File: src/rtl/pad_pkg.sv
// Shared types and constants of the PWM angle decoder.
package pad_pkg;

  localparam int TICK_W     = 16;
  localparam int DUTY_W     = 17;
  localparam int GAIN_W     = 18;
  localparam int RAW_W      = 18;
  localparam int ANGLE_W    = 32;
  localparam int ALPHA_W    = 16;
  localparam int TPM_W      = 8;
  localparam int CFG_IDX_W  = 3;
  localparam int CFG_DATA_W = 18;

  localparam int DIV_N_W = 32;
  localparam int DIV_D_W = 16;
  localparam int DIV_Q_W = 17;

  typedef enum logic [CFG_IDX_W-1:0] {
    REG_DUTY_GAIN         = 3'd0,
    REG_HORIZONTAL_OFFSET = 3'd1,
    REG_SIGN_NEGATIVE     = 3'd2,
    REG_FILTER_ALPHA      = 3'd3,
    REG_PERIOD_MIN        = 3'd4,
    REG_PERIOD_MAX        = 3'd5,
    REG_TICKS_PER_MICRO   = 3'd6
  } cfg_reg_e;

  typedef struct packed {
    logic [GAIN_W-1:0]        duty_gain;
    logic signed [RAW_W-1:0]  horizontal_offset;
    logic                     sign_negative;
    logic [ALPHA_W-1:0]       filter_alpha;
    logic [TICK_W-1:0]        period_min;
    logic [TICK_W-1:0]        period_max;
    logic [TPM_W-1:0]         ticks_per_micro;
  } cfg_t;

  localparam cfg_t CFG_RESET = '{
    duty_gain:         18'd92160,
    horizontal_offset: 18'sd0,
    sign_negative:     1'b0,
    filter_alpha:      16'd6554,
    period_min:        16'd500,
    period_max:        16'd5000,
    ticks_per_micro:   8'd1
  };

endpackage

File: src/rtl/pad_if.sv
// Handshake channel interfaces for captures, results and configuration writes.
interface pad_cap_if import pad_pkg::*; ();
  logic              valid;
  logic              ready;
  logic [TICK_W-1:0] period_count;
  logic [TICK_W-1:0] high_count;

  modport source(output valid, period_count, high_count, input ready);
  modport sink(input valid, period_count, high_count, output ready);
endinterface

interface pad_res_if import pad_pkg::*; ();
  logic                      valid;
  logic                      ready;
  logic                      good;
  logic [DUTY_W-1:0]         duty_fraction;
  logic signed [ANGLE_W-1:0] unwrapped_angle;
  logic signed [ANGLE_W-1:0] beam_angle;
  logic [TICK_W-1:0]         period_micros;
  logic [TICK_W-1:0]         high_micros;

  modport source(output valid, good, duty_fraction, unwrapped_angle, beam_angle,
                 period_micros, high_micros, input ready);
  modport sink(input valid, good, duty_fraction, unwrapped_angle, beam_angle,
               period_micros, high_micros, output ready);
endinterface

interface pad_cfg_if import pad_pkg::*; ();
  logic                  valid;
  logic                  ready;
  logic [CFG_IDX_W-1:0]  index;
  logic [CFG_DATA_W-1:0] data;

  modport source(output valid, index, data, input ready);
  modport sink(input valid, index, data, output ready);
endinterface

File: src/rtl/pad_divider.sv
// Shared restoring divider, one quotient bit per cycle.
module pad_divider import pad_pkg::*; (
  input  logic               clk_i,
  input  logic               rst_ni,
  input  logic               start_i,
  input  logic [DIV_N_W-1:0] dividend_i,
  input  logic [DIV_D_W-1:0] divisor_i,
  output logic               done_o,
  output logic [DIV_Q_W-1:0] quotient_o
);

  localparam int CntW = $clog2(DIV_Q_W + 1);

  logic [CntW-1:0]    cnt_q, cnt_d;
  logic               done_q;
  logic [DIV_D_W-1:0] rem_q, dvs_q;
  logic [DIV_Q_W-1:0] dvd_q, quot_q;
  logic [DIV_D_W:0]   trial;
  logic [DIV_D_W:0]   diff;
  logic               ge;

  assign trial = {rem_q, dvd_q[DIV_Q_W-1]};
  assign ge    = trial >= {1'b0, dvs_q};
  assign diff  = trial - {1'b0, dvs_q};

  always_comb begin
    cnt_d = cnt_q;
    if (start_i) begin
      cnt_d = CntW'(DIV_Q_W);
    end else if (cnt_q != '0) begin
      cnt_d = cnt_q - 1'b1;
    end
  end

  always_ff @(posedge clk_i or negedge rst_ni) begin
    if (!rst_ni) begin
      cnt_q  <= '0;
      done_q <= 1'b0;
    end else begin
      cnt_q  <= cnt_d;
      done_q <= !start_i && (cnt_q == CntW'(1));
    end
  end

  always_ff @(posedge clk_i) begin
    if (start_i) begin
      rem_q  <= DIV_D_W'(dividend_i[DIV_N_W-1:DIV_Q_W]);
      dvd_q  <= dividend_i[DIV_Q_W-1:0];
      dvs_q  <= divisor_i;
      quot_q <= '0;
    end else if (cnt_q != '0) begin
      rem_q  <= ge ? diff[DIV_D_W-1:0] : trial[DIV_D_W-1:0];
      dvd_q  <= {dvd_q[DIV_Q_W-2:0], 1'b0};
      quot_q <= {quot_q[DIV_Q_W-2:0], ge};
    end
  end

  assign done_o     = done_q;
  assign quotient_o = quot_q;

endmodule

File: src/rtl/pad_cfg_regs.sv
// Configuration register file with its write channel.
module pad_cfg_regs import pad_pkg::*; (
  input  logic       clk_i,
  input  logic       rst_ni,
  pad_cfg_if.sink    cfg_i,
  output cfg_t       cfg_o,
  output logic       wr_o
);

  cfg_t cfg_q, cfg_d;
  logic wr;

  assign cfg_i.ready = 1'b1;

  always_comb begin
    cfg_d = cfg_q;
    wr    = 1'b0;
    if (cfg_i.valid) begin
      wr = 1'b1;
      unique case (cfg_i.index)
        REG_DUTY_GAIN:         cfg_d.duty_gain = cfg_i.data;
        REG_HORIZONTAL_OFFSET: cfg_d.horizontal_offset = $signed(cfg_i.data);
        REG_SIGN_NEGATIVE:     cfg_d.sign_negative = cfg_i.data[0];
        REG_FILTER_ALPHA:      cfg_d.filter_alpha = cfg_i.data[ALPHA_W-1:0];
        REG_PERIOD_MIN:        cfg_d.period_min = cfg_i.data[TICK_W-1:0];
        REG_PERIOD_MAX:        cfg_d.period_max = cfg_i.data[TICK_W-1:0];
        REG_TICKS_PER_MICRO:   cfg_d.ticks_per_micro = cfg_i.data[TPM_W-1:0];
        default:               wr = 1'b0;
      endcase
    end
  end

  always_ff @(posedge clk_i or negedge rst_ni) begin
    if (!rst_ni) begin
      cfg_q <= CFG_RESET;
    end else begin
      cfg_q <= cfg_d;
    end
  end

  assign cfg_o = cfg_q;
  assign wr_o  = wr;

endmodule

File: src/rtl/pwm_angle_decoder_unit.sv
// PWM angle decoder top level: sequencer, tracker state and shared arithmetic.
//
// Captures arrive on cap_i as one beat of period and high time in timer ticks.
// Each capture yields exactly one result beat on res_o. cap_i is ready only
// while the sequencer is idle; a capture is worked on alone.
// A rejected capture goes from the check state straight to S_DONE and the result
// register. A good capture runs three divisions (duty cycle, period
// microseconds, high microseconds) one after another on the shared restoring
// divider, and the gain and filter products use one shared multiplier
// while the period division runs.
// The result sits in an output register, so a new capture is accepted while
// an older result still waits; when the receiver stalls and a second result
// is ready, the sequencer holds it until the register frees.
// cfg_i is always ready; a write to a listed register restarts priming.
// Writes are expected only while no capture is in flight.
// Reset loads the register defaults, clears the tracker and empties the
// output register.
module pwm_angle_decoder_unit import pad_pkg::*; #(
  parameter int TICK_BITS        = 16,
  parameter int PRIMING_CAPTURES = 2
) (
  input  logic       clk_i,
  input  logic       rst_ni,
  pad_cap_if.sink    cap_i,
  pad_res_if.source  res_o,
  pad_cfg_if.sink    cfg_i
);

  localparam int MaskBits = (TICK_BITS < TICK_W) ? TICK_BITS : TICK_W;
  localparam logic [TICK_W-1:0] TickMask = TICK_W'((33'd1 << MaskBits) - 33'd1);
  localparam logic [1:0] PrimeCnt = 2'(PRIMING_CAPTURES);
  localparam logic signed [19:0] HalfTurn = 20'sd46080;
  localparam logic signed [19:0] FullTurn = 20'sd92160;
  localparam logic signed [35:0] SatMax = 36'sd2147483647;
  localparam logic signed [35:0] SatMin = -36'sd2147483648;
  localparam logic signed [51:0] RoundHalf = 52'sd32768;

  typedef enum logic [3:0] {
    S_IDLE, S_CHECK, S_DUTY, S_GAIN, S_TRACK, S_ALPHA, S_FILT, S_BEAM,
    S_PMIC, S_HMIC, S_DONE
  } state_e;

  function automatic logic signed [ANGLE_W-1:0] sat32(input logic signed [35:0] v);
    if (v > SatMax) begin
      return ANGLE_W'(SatMax);
    end else if (v < SatMin) begin
      return ANGLE_W'(SatMin);
    end
    return v[ANGLE_W-1:0];
  endfunction

  cfg_t cfg;
  logic cfg_wr;

  pad_cfg_regs u_cfg (
    .clk_i  (clk_i),
    .rst_ni (rst_ni),
    .cfg_i  (cfg_i),
    .cfg_o  (cfg),
    .wr_o   (cfg_wr)
  );

  state_e state_q;
  logic   primed_q;
  logic [1:0] count_q;
  logic   reject_q, prime_only_q;
  logic   res_valid_q;
  logic [RAW_W-1:0] last_raw_q;
  logic signed [ANGLE_W-1:0] cont_q, filt_q, beam_q;

  logic [TICK_W-1:0] per_q, hi_q;
  logic [DUTY_W-1:0] duty_q;
  logic signed [51:0] prod_q;
  logic [TICK_W-1:0] pmic_q, hmic_q;

  logic                      out_good_q;
  logic [DUTY_W-1:0]         out_duty_q;
  logic signed [ANGLE_W-1:0] out_unwrap_q, out_beam_q;
  logic [TICK_W-1:0]         out_pmic_q, out_hmic_q;

  logic cap_acc, bad, load_out;
  logic div_start, div_done;
  logic [DIV_N_W-1:0] div_n;
  logic [DIV_D_W-1:0] div_d;
  logic [DIV_Q_W-1:0] div_q;

  logic [TPM_W-1:0] tpm_eff;
  logic [TICK_W:0]  per_rnd, hi_rnd;

  logic [DUTY_W-1:0]        mul_a;
  logic signed [33:0]       mul_b;
  logic signed [51:0]       mul_p;
  logic signed [51:0]       rnd_sum;
  logic [RAW_W-1:0]         raw;
  logic signed [35:0]       step;
  logic signed [19:0]       d0, d1, d2;
  logic signed [32:0]       diff;
  logic signed [33:0]       beam_a, beam_s;

  assign cap_i.ready = (state_q == S_IDLE);
  assign cap_acc     = cap_i.valid && cap_i.ready;

  assign bad = (per_q == '0) || (per_q < cfg.period_min) || (per_q > cfg.period_max)
            || (hi_q > per_q);

  assign tpm_eff = (cfg.ticks_per_micro == '0) ? TPM_W'(1) : cfg.ticks_per_micro;
  assign per_rnd = {1'b0, per_q} + (TICK_W+1)'(tpm_eff >> 1);
  assign hi_rnd  = {1'b0, hi_q} + (TICK_W+1)'(tpm_eff >> 1);

  always_comb begin
    div_start = 1'b0;
    div_n     = DIV_N_W'(hi_rnd);
    div_d     = DIV_D_W'(tpm_eff);
    case (state_q)
      S_CHECK: begin
        div_start = !bad;
        div_n     = {hi_q, 16'd0} + DIV_N_W'(per_q >> 1);
        div_d     = per_q;
      end
      S_DUTY: begin
        div_start = div_done;
        div_n     = DIV_N_W'(per_rnd);
      end
      S_PMIC: begin
        div_start = div_done;
      end
      default: begin
        div_start = 1'b0;
      end
    endcase
  end

  pad_divider u_div (
    .clk_i      (clk_i),
    .rst_ni     (rst_ni),
    .start_i    (div_start),
    .dividend_i (div_n),
    .divisor_i  (div_d),
    .done_o     (div_done),
    .quotient_o (div_q)
  );

  assign diff  = {cont_q[ANGLE_W-1], cont_q} - {filt_q[ANGLE_W-1], filt_q};
  assign mul_a = (state_q == S_ALPHA) ? {1'b0, cfg.filter_alpha} : duty_q;
  assign mul_b = (state_q == S_ALPHA) ? {diff[32], diff} : {16'd0, cfg.duty_gain};
  assign mul_p = $signed({1'b0, mul_a}) * mul_b;

  assign rnd_sum = prod_q + RoundHalf;
  assign raw     = rnd_sum[33:16];
  assign step    = rnd_sum[51:16];

  always_comb begin
    d0 = $signed({2'b0, raw}) - $signed({2'b0, last_raw_q});
    d1 = (d0 > HalfTurn) ? d0 - FullTurn : d0;
    d2 = (d1 < -HalfTurn) ? d1 + FullTurn : d1;
  end

  assign beam_a = {{2{filt_q[ANGLE_W-1]}}, filt_q}
                - {{16{cfg.horizontal_offset[RAW_W-1]}}, cfg.horizontal_offset};
  assign beam_s = cfg.sign_negative ? -beam_a : beam_a;

  assign load_out = (state_q == S_DONE) && (!res_valid_q || res_o.ready);

  always_ff @(posedge clk_i or negedge rst_ni) begin
    if (!rst_ni) begin
      state_q      <= S_IDLE;
      primed_q     <= 1'b0;
      count_q      <= '0;
      reject_q     <= 1'b0;
      prime_only_q <= 1'b0;
      res_valid_q  <= 1'b0;
      last_raw_q   <= '0;
      cont_q       <= '0;
      filt_q       <= '0;
      beam_q       <= '0;
    end else begin
      if (load_out) begin
        res_valid_q <= 1'b1;
      end else if (res_o.ready) begin
        res_valid_q <= 1'b0;
      end
      unique case (state_q)
        S_IDLE: begin
          if (cap_acc) begin
            state_q <= S_CHECK;
          end
        end
        S_CHECK: begin
          reject_q     <= bad;
          prime_only_q <= 1'b0;
          state_q      <= bad ? S_DONE : S_DUTY;
        end
        S_DUTY: begin
          if (div_done) begin
            state_q <= S_GAIN;
          end
        end
        S_GAIN: begin
          state_q <= S_TRACK;
        end
        S_TRACK: begin
          last_raw_q <= raw;
          if (!primed_q) begin
            if (count_q < PrimeCnt) begin
              count_q      <= count_q + 1'b1;
              prime_only_q <= 1'b1;
              state_q      <= S_PMIC;
            end else begin
              cont_q   <= $signed({14'd0, raw});
              filt_q   <= $signed({14'd0, raw});
              primed_q <= 1'b1;
              state_q  <= S_BEAM;
            end
          end else begin
            cont_q  <= sat32({{4{cont_q[ANGLE_W-1]}}, cont_q} + 36'(d2));
            state_q <= S_ALPHA;
          end
        end
        S_ALPHA: begin
          state_q <= S_FILT;
        end
        S_FILT: begin
          filt_q  <= sat32({{4{filt_q[ANGLE_W-1]}}, filt_q} + step);
          state_q <= S_BEAM;
        end
        S_BEAM: begin
          beam_q  <= sat32(36'(beam_s));
          state_q <= S_PMIC;
        end
        S_PMIC: begin
          if (div_done) begin
            state_q <= S_HMIC;
          end
        end
        S_HMIC: begin
          if (div_done) begin
            state_q <= S_DONE;
          end
        end
        S_DONE: begin
          if (load_out) begin
            state_q <= S_IDLE;
          end
        end
        default: begin
          state_q <= S_IDLE;
        end
      endcase
      if (cfg_wr) begin
        primed_q <= 1'b0;
        count_q  <= '0;
      end
    end
  end

  always_ff @(posedge clk_i) begin
    if (cap_acc) begin
      per_q <= cap_i.period_count & TickMask;
      hi_q  <= cap_i.high_count & TickMask;
    end
    if (state_q == S_DUTY && div_done) begin
      duty_q <= div_q;
    end
    if (state_q == S_GAIN || state_q == S_ALPHA) begin
      prod_q <= mul_p;
    end
    if (state_q == S_PMIC && div_done) begin
      pmic_q <= div_q[TICK_W-1:0];
    end
    if (state_q == S_HMIC && div_done) begin
      hmic_q <= div_q[TICK_W-1:0];
    end
    if (load_out) begin
      out_good_q   <= !reject_q && !prime_only_q;
      out_duty_q   <= reject_q ? '0 : duty_q;
      out_unwrap_q <= (reject_q || prime_only_q) ? '0 : cont_q;
      out_beam_q   <= (reject_q || prime_only_q) ? '0 : beam_q;
      out_pmic_q   <= (reject_q || prime_only_q) ? '0 : pmic_q;
      out_hmic_q   <= (reject_q || prime_only_q) ? '0 : hmic_q;
    end
  end

  assign res_o.valid           = res_valid_q;
  assign res_o.good            = out_good_q;
  assign res_o.duty_fraction   = out_duty_q;
  assign res_o.unwrapped_angle = out_unwrap_q;
  assign res_o.beam_angle      = out_beam_q;
  assign res_o.period_micros   = out_pmic_q;
  assign res_o.high_micros     = out_hmic_q;

  a_prime_from_track: assert property (@(posedge clk_i) disable iff (!rst_ni)
    $rose(primed_q) |-> $past(state_q) == S_TRACK)
    else $error("tracker primed outside the tracking step");

  a_cfg_restarts_priming: assert property (@(posedge clk_i) disable iff (!rst_ni)
    cfg_wr |=> !primed_q && count_q == 2'd0)
    else $error("configuration write did not restart priming");

  a_div_done_expected: assert property (@(posedge clk_i) disable iff (!rst_ni)
    div_done |-> (state_q == S_DUTY || state_q == S_PMIC || state_q == S_HMIC))
    else $error("divider finished while the sequencer was not waiting");

  a_duty_in_range: assert property (@(posedge clk_i) disable iff (!rst_ni)
    res_valid_q |-> out_duty_q <= 17'd65536)
    else $error("duty fraction above full scale");

endmodule

File: src/flat_wrapper.sv
// flat-port wrapper written by rule: the top's interface ports become plain ports
module pwm_angle_decoder_unit_flat import pad_pkg::*;
#(
  parameter int TICK_BITS        = 16,
  parameter int PRIMING_CAPTURES = 2
)
  (clk_i, rst_ni, cap_i_valid, cap_i_period_count, cap_i_high_count, cap_i_ready, res_o_valid, res_o_good, res_o_duty_fraction, res_o_unwrapped_angle, res_o_beam_angle, res_o_period_micros, res_o_high_micros, res_o_ready, cfg_i_valid, cfg_i_index, cfg_i_data, cfg_i_ready);
  pad_cap_if cap_i_i ();
  pad_res_if res_o_i ();
  pad_cfg_if cfg_i_i ();
  input  logic clk_i;
  input  logic rst_ni;
  input wire logic [$bits(cap_i_i.valid)-1:0] cap_i_valid;
  input wire logic [$bits(cap_i_i.period_count)-1:0] cap_i_period_count;
  input wire logic [$bits(cap_i_i.high_count)-1:0] cap_i_high_count;
  output wire logic [$bits(cap_i_i.ready)-1:0] cap_i_ready;
  output wire logic [$bits(res_o_i.valid)-1:0] res_o_valid;
  output wire logic [$bits(res_o_i.good)-1:0] res_o_good;
  output wire logic [$bits(res_o_i.duty_fraction)-1:0] res_o_duty_fraction;
  output wire logic [$bits(res_o_i.unwrapped_angle)-1:0] res_o_unwrapped_angle;
  output wire logic [$bits(res_o_i.beam_angle)-1:0] res_o_beam_angle;
  output wire logic [$bits(res_o_i.period_micros)-1:0] res_o_period_micros;
  output wire logic [$bits(res_o_i.high_micros)-1:0] res_o_high_micros;
  input wire logic [$bits(res_o_i.ready)-1:0] res_o_ready;
  input wire logic [$bits(cfg_i_i.valid)-1:0] cfg_i_valid;
  input wire logic [$bits(cfg_i_i.index)-1:0] cfg_i_index;
  input wire logic [$bits(cfg_i_i.data)-1:0] cfg_i_data;
  output wire logic [$bits(cfg_i_i.ready)-1:0] cfg_i_ready;
  assign cap_i_i.valid = cap_i_valid;
  assign cap_i_i.period_count = cap_i_period_count;
  assign cap_i_i.high_count = cap_i_high_count;
  assign cap_i_ready = cap_i_i.ready;
  assign res_o_valid = res_o_i.valid;
  assign res_o_good = res_o_i.good;
  assign res_o_duty_fraction = res_o_i.duty_fraction;
  assign res_o_unwrapped_angle = res_o_i.unwrapped_angle;
  assign res_o_beam_angle = res_o_i.beam_angle;
  assign res_o_period_micros = res_o_i.period_micros;
  assign res_o_high_micros = res_o_i.high_micros;
  assign res_o_i.ready = res_o_ready;
  assign cfg_i_i.valid = cfg_i_valid;
  assign cfg_i_i.index = cfg_i_index;
  assign cfg_i_i.data = cfg_i_data;
  assign cfg_i_ready = cfg_i_i.ready;
  pwm_angle_decoder_unit #(.TICK_BITS(TICK_BITS), .PRIMING_CAPTURES(PRIMING_CAPTURES)) u_core (.clk_i(clk_i), .rst_ni(rst_ni), .cap_i(cap_i_i), .res_o(res_o_i), .cfg_i(cfg_i_i));
endmodule
File: config.mk
export PLATFORM = sky130hd
export DESIGN_NAME = pwm_angle_decoder_unit_flat
export DESIGN_NICKNAME = d
export VERILOG_FILES = /design/src/rtl/pad_pkg.sv /design/src/rtl/pad_if.sv /design/src/rtl/pad_divider.sv /design/src/rtl/pad_cfg_regs.sv /design/src/rtl/pwm_angle_decoder_unit.sv /design/src/flat_wrapper.sv
export SDC_FILE = /design/constraint.sdc
export NUM_CORES = 2
export LEC_CHECK = 0
export ABC_AREA = 1
export BUFFER_PORTS_ARGS = -buffer_cell sky130_fd_sc_hd__buf_2
export CAP_MARGIN = 20
export CORE_AREA = 3 3 371 373
export CTS_CLUSTER_DIAMETER = 80
export DETAILED_ROUTE_END_ITERATION = 8
export DIE_AREA = 0 0 374 376
export PLACE_DENSITY = 0.67
export SKIP_LAST_GASP = 1
export SLEW_MARGIN = 20
export SYNTH_ARGS = -nofsm -noshare
export SYNTH_HDL_FRONTEND = slang
export SYNTH_HIERARCHICAL = 1
export SYNTH_SLANG_ARGS = --single-unit
File: constraint.sdc
create_clock -name clk_i -period 18.3 [get_ports clk_i]
set_input_delay 1.83 -clock clk_i [delete_from_list [all_inputs] [get_ports clk_i]]
set_output_delay 1.83 -clock clk_i [all_outputs]
set_load 0.1 [all_outputs]
==> results.json <==
{
  "status": "complete, no violations",
  "overflow": 0,
  "synth_top_family_by_area": "adder cells",
  "seq_area_frac_synth": 0.267,
  "die_y_um": 376,
  "syn_inst": 6874,
  "cts_max_level": 2,
  "dr.pass1.iters": 6,
  "fp.dieW_um": 374,
  "clk_pin_slew_ns": 0.07,
  "synth_fa_ha_area_frac": 0.285,
  "ys_seq_elements": 521,
  "route.met2.wl_mm": 74.7,
  "hpwl_mm": 134,
  "synth_area_per_cell_um2": 7.83,
  "endpoint_kind": "register",
  "placementRows": 135,
  "synthArstFlopShare": 0.428,
  "synth-compound-area-share": 0.0825,
  "maxUsedRoutingLayer": "met5",
  "die_area_um2": 141000,
  "yosys.area_share.simple": 0.223,
  "grt_max_degree": 108,
  "final_nets": 7958,
  "root_buffer": "clkbuf_16",
  "hold_viol_final": 0,
  "grtUsageTotal": 0.236,
  "synth_top_flop_cell": "edfxtp_1",
  "worst_ep_required_time_ns": 18.69,
  "start_kind": "register",
  "vias": 46000,
  "yosysTopAreaCellShare": 0.203,
  "grt_pass1_vias": 45800,
  "route.met3.wl_mm": 13.1,
  "core_um2": 135000,
  "slew_headroom": 0.267,
  "finalCritPeriodShare": 0.540,
  "worstPathArrival_ns": 10.26,
  "ys_warn_count": 6,
  "drt-initial-drc-count": 4225,
  "synthTopCellsByArea": "fa_1 20%, edfxtp_1 16%, nand2_1 11%",
  "crit_fanout": 36,
  "cts_resized": 0,
  "synth_edf_count": 280,
  "clkLatencyLatePin_ns": 0.67,
  "cts.sinks": 521,
  "crit_top_cell": "inv_1",
  "synth_top_area_cell": "fa_1",
  "slowest_delay_ns": 0.96,
  "cts_tree": "built",
  "antenna_found_initial": 7,
  "synth_cell_types": 64,
  "initial_core_util": 0.399,
  "drc_errors": 0,
  "worst_path_max_delay_cell": "inv_1",
  "cts_buffers": 57,
  "syn_area_um2": 53800,
  "gp_congestion": 1.04,
  "cts_setup_buffers": 0,
  "drt-total-wl_mm": 167,
  "path_class": "reg2reg",
  "ant_nets": 0,
  "ioPinCount": 175,
  "setup_violations": 0,
  "drv_slew": 0,
  "rsz0062_at_grt": "false",
  "clockBufferDepth": 3,
  "synth_xor_area_frac": 0.0337,
  "worst_pin_slew_ns": 1.10,
  "synth_mux_area_frac": 0,
  "wl_per_cell_um": 18.9,
  "fin_worst_skew_ns": 0.0338,
  "hold_path_class": "reg2reg",
  "antenna_cells": 0,
  "maxCapViolations": 0,
  "hold_buffers": 0,
  "grt_pass1_wl_mm": 262,
  "fmax_mhz": 101,
  "drive_gt1_frac": 0.0698,
  "area_delta_synth_final_pct": 9.15,
  "routedLengthMet1_mm": 72.8,
  "portBuffers": 173,
  "finalSetupTns_ns": 0,
  "viasPerCell": 5.21,
  "period_needed_ns": 9.87
}
## cell usage after synthesis, types with 80 or more instances
library cell and number:
clkbuf_1 135, nand2_1 1626, xor2_1 129, ha_1 354
nand3_1 235, fa_1 545, nand4_1 80, inv_1 1322
edfxtp_1 280, a21oi_1 327, dfrtp_1 200, nor2_1 780
o21ai_0 298
## layout by cell type, fill, tap and decap left out, types with 22 or more instances in the layout
cell type,n
dfstp_2,23
buf_4,67
ha_1,354
nor3_1,46
buf_2,172
nand3_1,235
nand2_1,1626
o21ai_0,295
or2_2,30
a21oi_1,327
inv_1,1322
o21ai_1,22
xor2_1,129
nand2_2,22
nor2_1,778
xnor2_1,76
clkbuf_16,58
edfxtp_1,280
dfrtp_1,200
nand4_1,80
fa_1,545
## logic make-up (layout without fill, tap and decap cells)
family                     count (synthesis)  count (layout)
and+or+nand+nor                         2913            2913
buffers and inverters                   1528            1690
adders and majority gates                899             899
AOI/OAI and AO/OA                        804             804
DFF                                      521             521
xor gates and xnor gates                 206             206
other                                      3              17
## state kept, by name, indices dropped and copies added (netlist names), 17 cells and up
signal and flops:
u_core/prod_q 37, u_core/u_div/quotient_o 17, u_core/beam_q 32, u_core/u_div/dvd_q 17, u_core/u_cfg/cfg_o 93, u_core/cont_q 32
u_core/res_o.unwrapped_angle 32, u_core/filt_q 32, u_core/duty_q 17, u_core/res_o.beam_angle 32, u_core/res_o.duty_fraction 17, u_core/last_raw_q 18
## worst paths after layout
check                                                         start                                 end  slack [ns]  cells after the start
min in group asynchronous                                    rst_ni       u_core/cont_q[11]$_DFFE_PN0P_        1.23                      1
max                                   u_core/state_q[0]$_DFFE_PN0P_         u_core/prod_q[45]$_DFFE_PP_        8.43                     31
max in group asynchronous                                    rst_ni  u_core/u_cfg/cfg_o[19]$_DFFE_PN0P_       14.88                      3
max reg2reg                           u_core/state_q[0]$_DFFE_PN0P_         u_core/prod_q[45]$_DFFE_PP_        8.43                     31
min                        u_core/u_div/quotient_o[16]$_SDFFE_PP0P_         u_core/duty_q[16]$_DFFE_PP_        0.45                      0
min reg2reg                u_core/u_div/quotient_o[16]$_SDFFE_PP0P_         u_core/duty_q[16]$_DFFE_PP_        0.45                      0
## through the flow
| stage | setup slack [ns] | utilization | instance area [um^2] | instances | hold slack, ns |
|---|---|---|---|---|---|
| floorplan | 10.53 | - | 53900 | 6888 | 0.403 |
| global placement | 8.58 | 0.420 | 56700 | 8723 | 0.417 |
| detailed placement | 8.63 | 0.420 | 56700 | 8723 | 0.413 |
| CTS | 8.60 | 0.435 | 58800 | 8831 | 0.451 |
| global route | 7.93 | 0.435 | 58800 | 8831 | 0.463 |
| finish | 8.43 | 0.435 | 58800 | 8831 | 0.447 |
## metal layers
layer | up-vias | track usage
met5 | - | 0
met4 | 12 | 0.0810
met3 | 334 | 0.0395
met2 | 1758 | 0.376
met1 | 22300 | 0.325
li1 | 21600 | -
## layout make-up
type / instances / area [um^2]
Fill cell: 13500 / 76200
Multi-Input combinational cell: 4839 / 33700
Sequential cell: 521 / 14400
Inverter: 1342 / 5040
Tap cell: 1781 / 2230
Clock buffer: 64 / 1470
Timing Repair Buffer: 240 / 1380
Clock inverter: 44 / 577
## critical path: cells and delay by family, from the launching register on
kind                     cells  cell delay [ns]
buffers and inverters        9             2.11
AO/OA/AOI/OAI                4             0.86
XOR/XNOR                     1             0.17
AND/OR/NAND/NOR             10             2.58
flip-flops                   1             0.39
adder cells (fa/ha/maj)      7             3.43
Power is left out: the tool's default activity adds up to more than one toggle a clock period on the data nets, which glitch-free logic cannot reach.
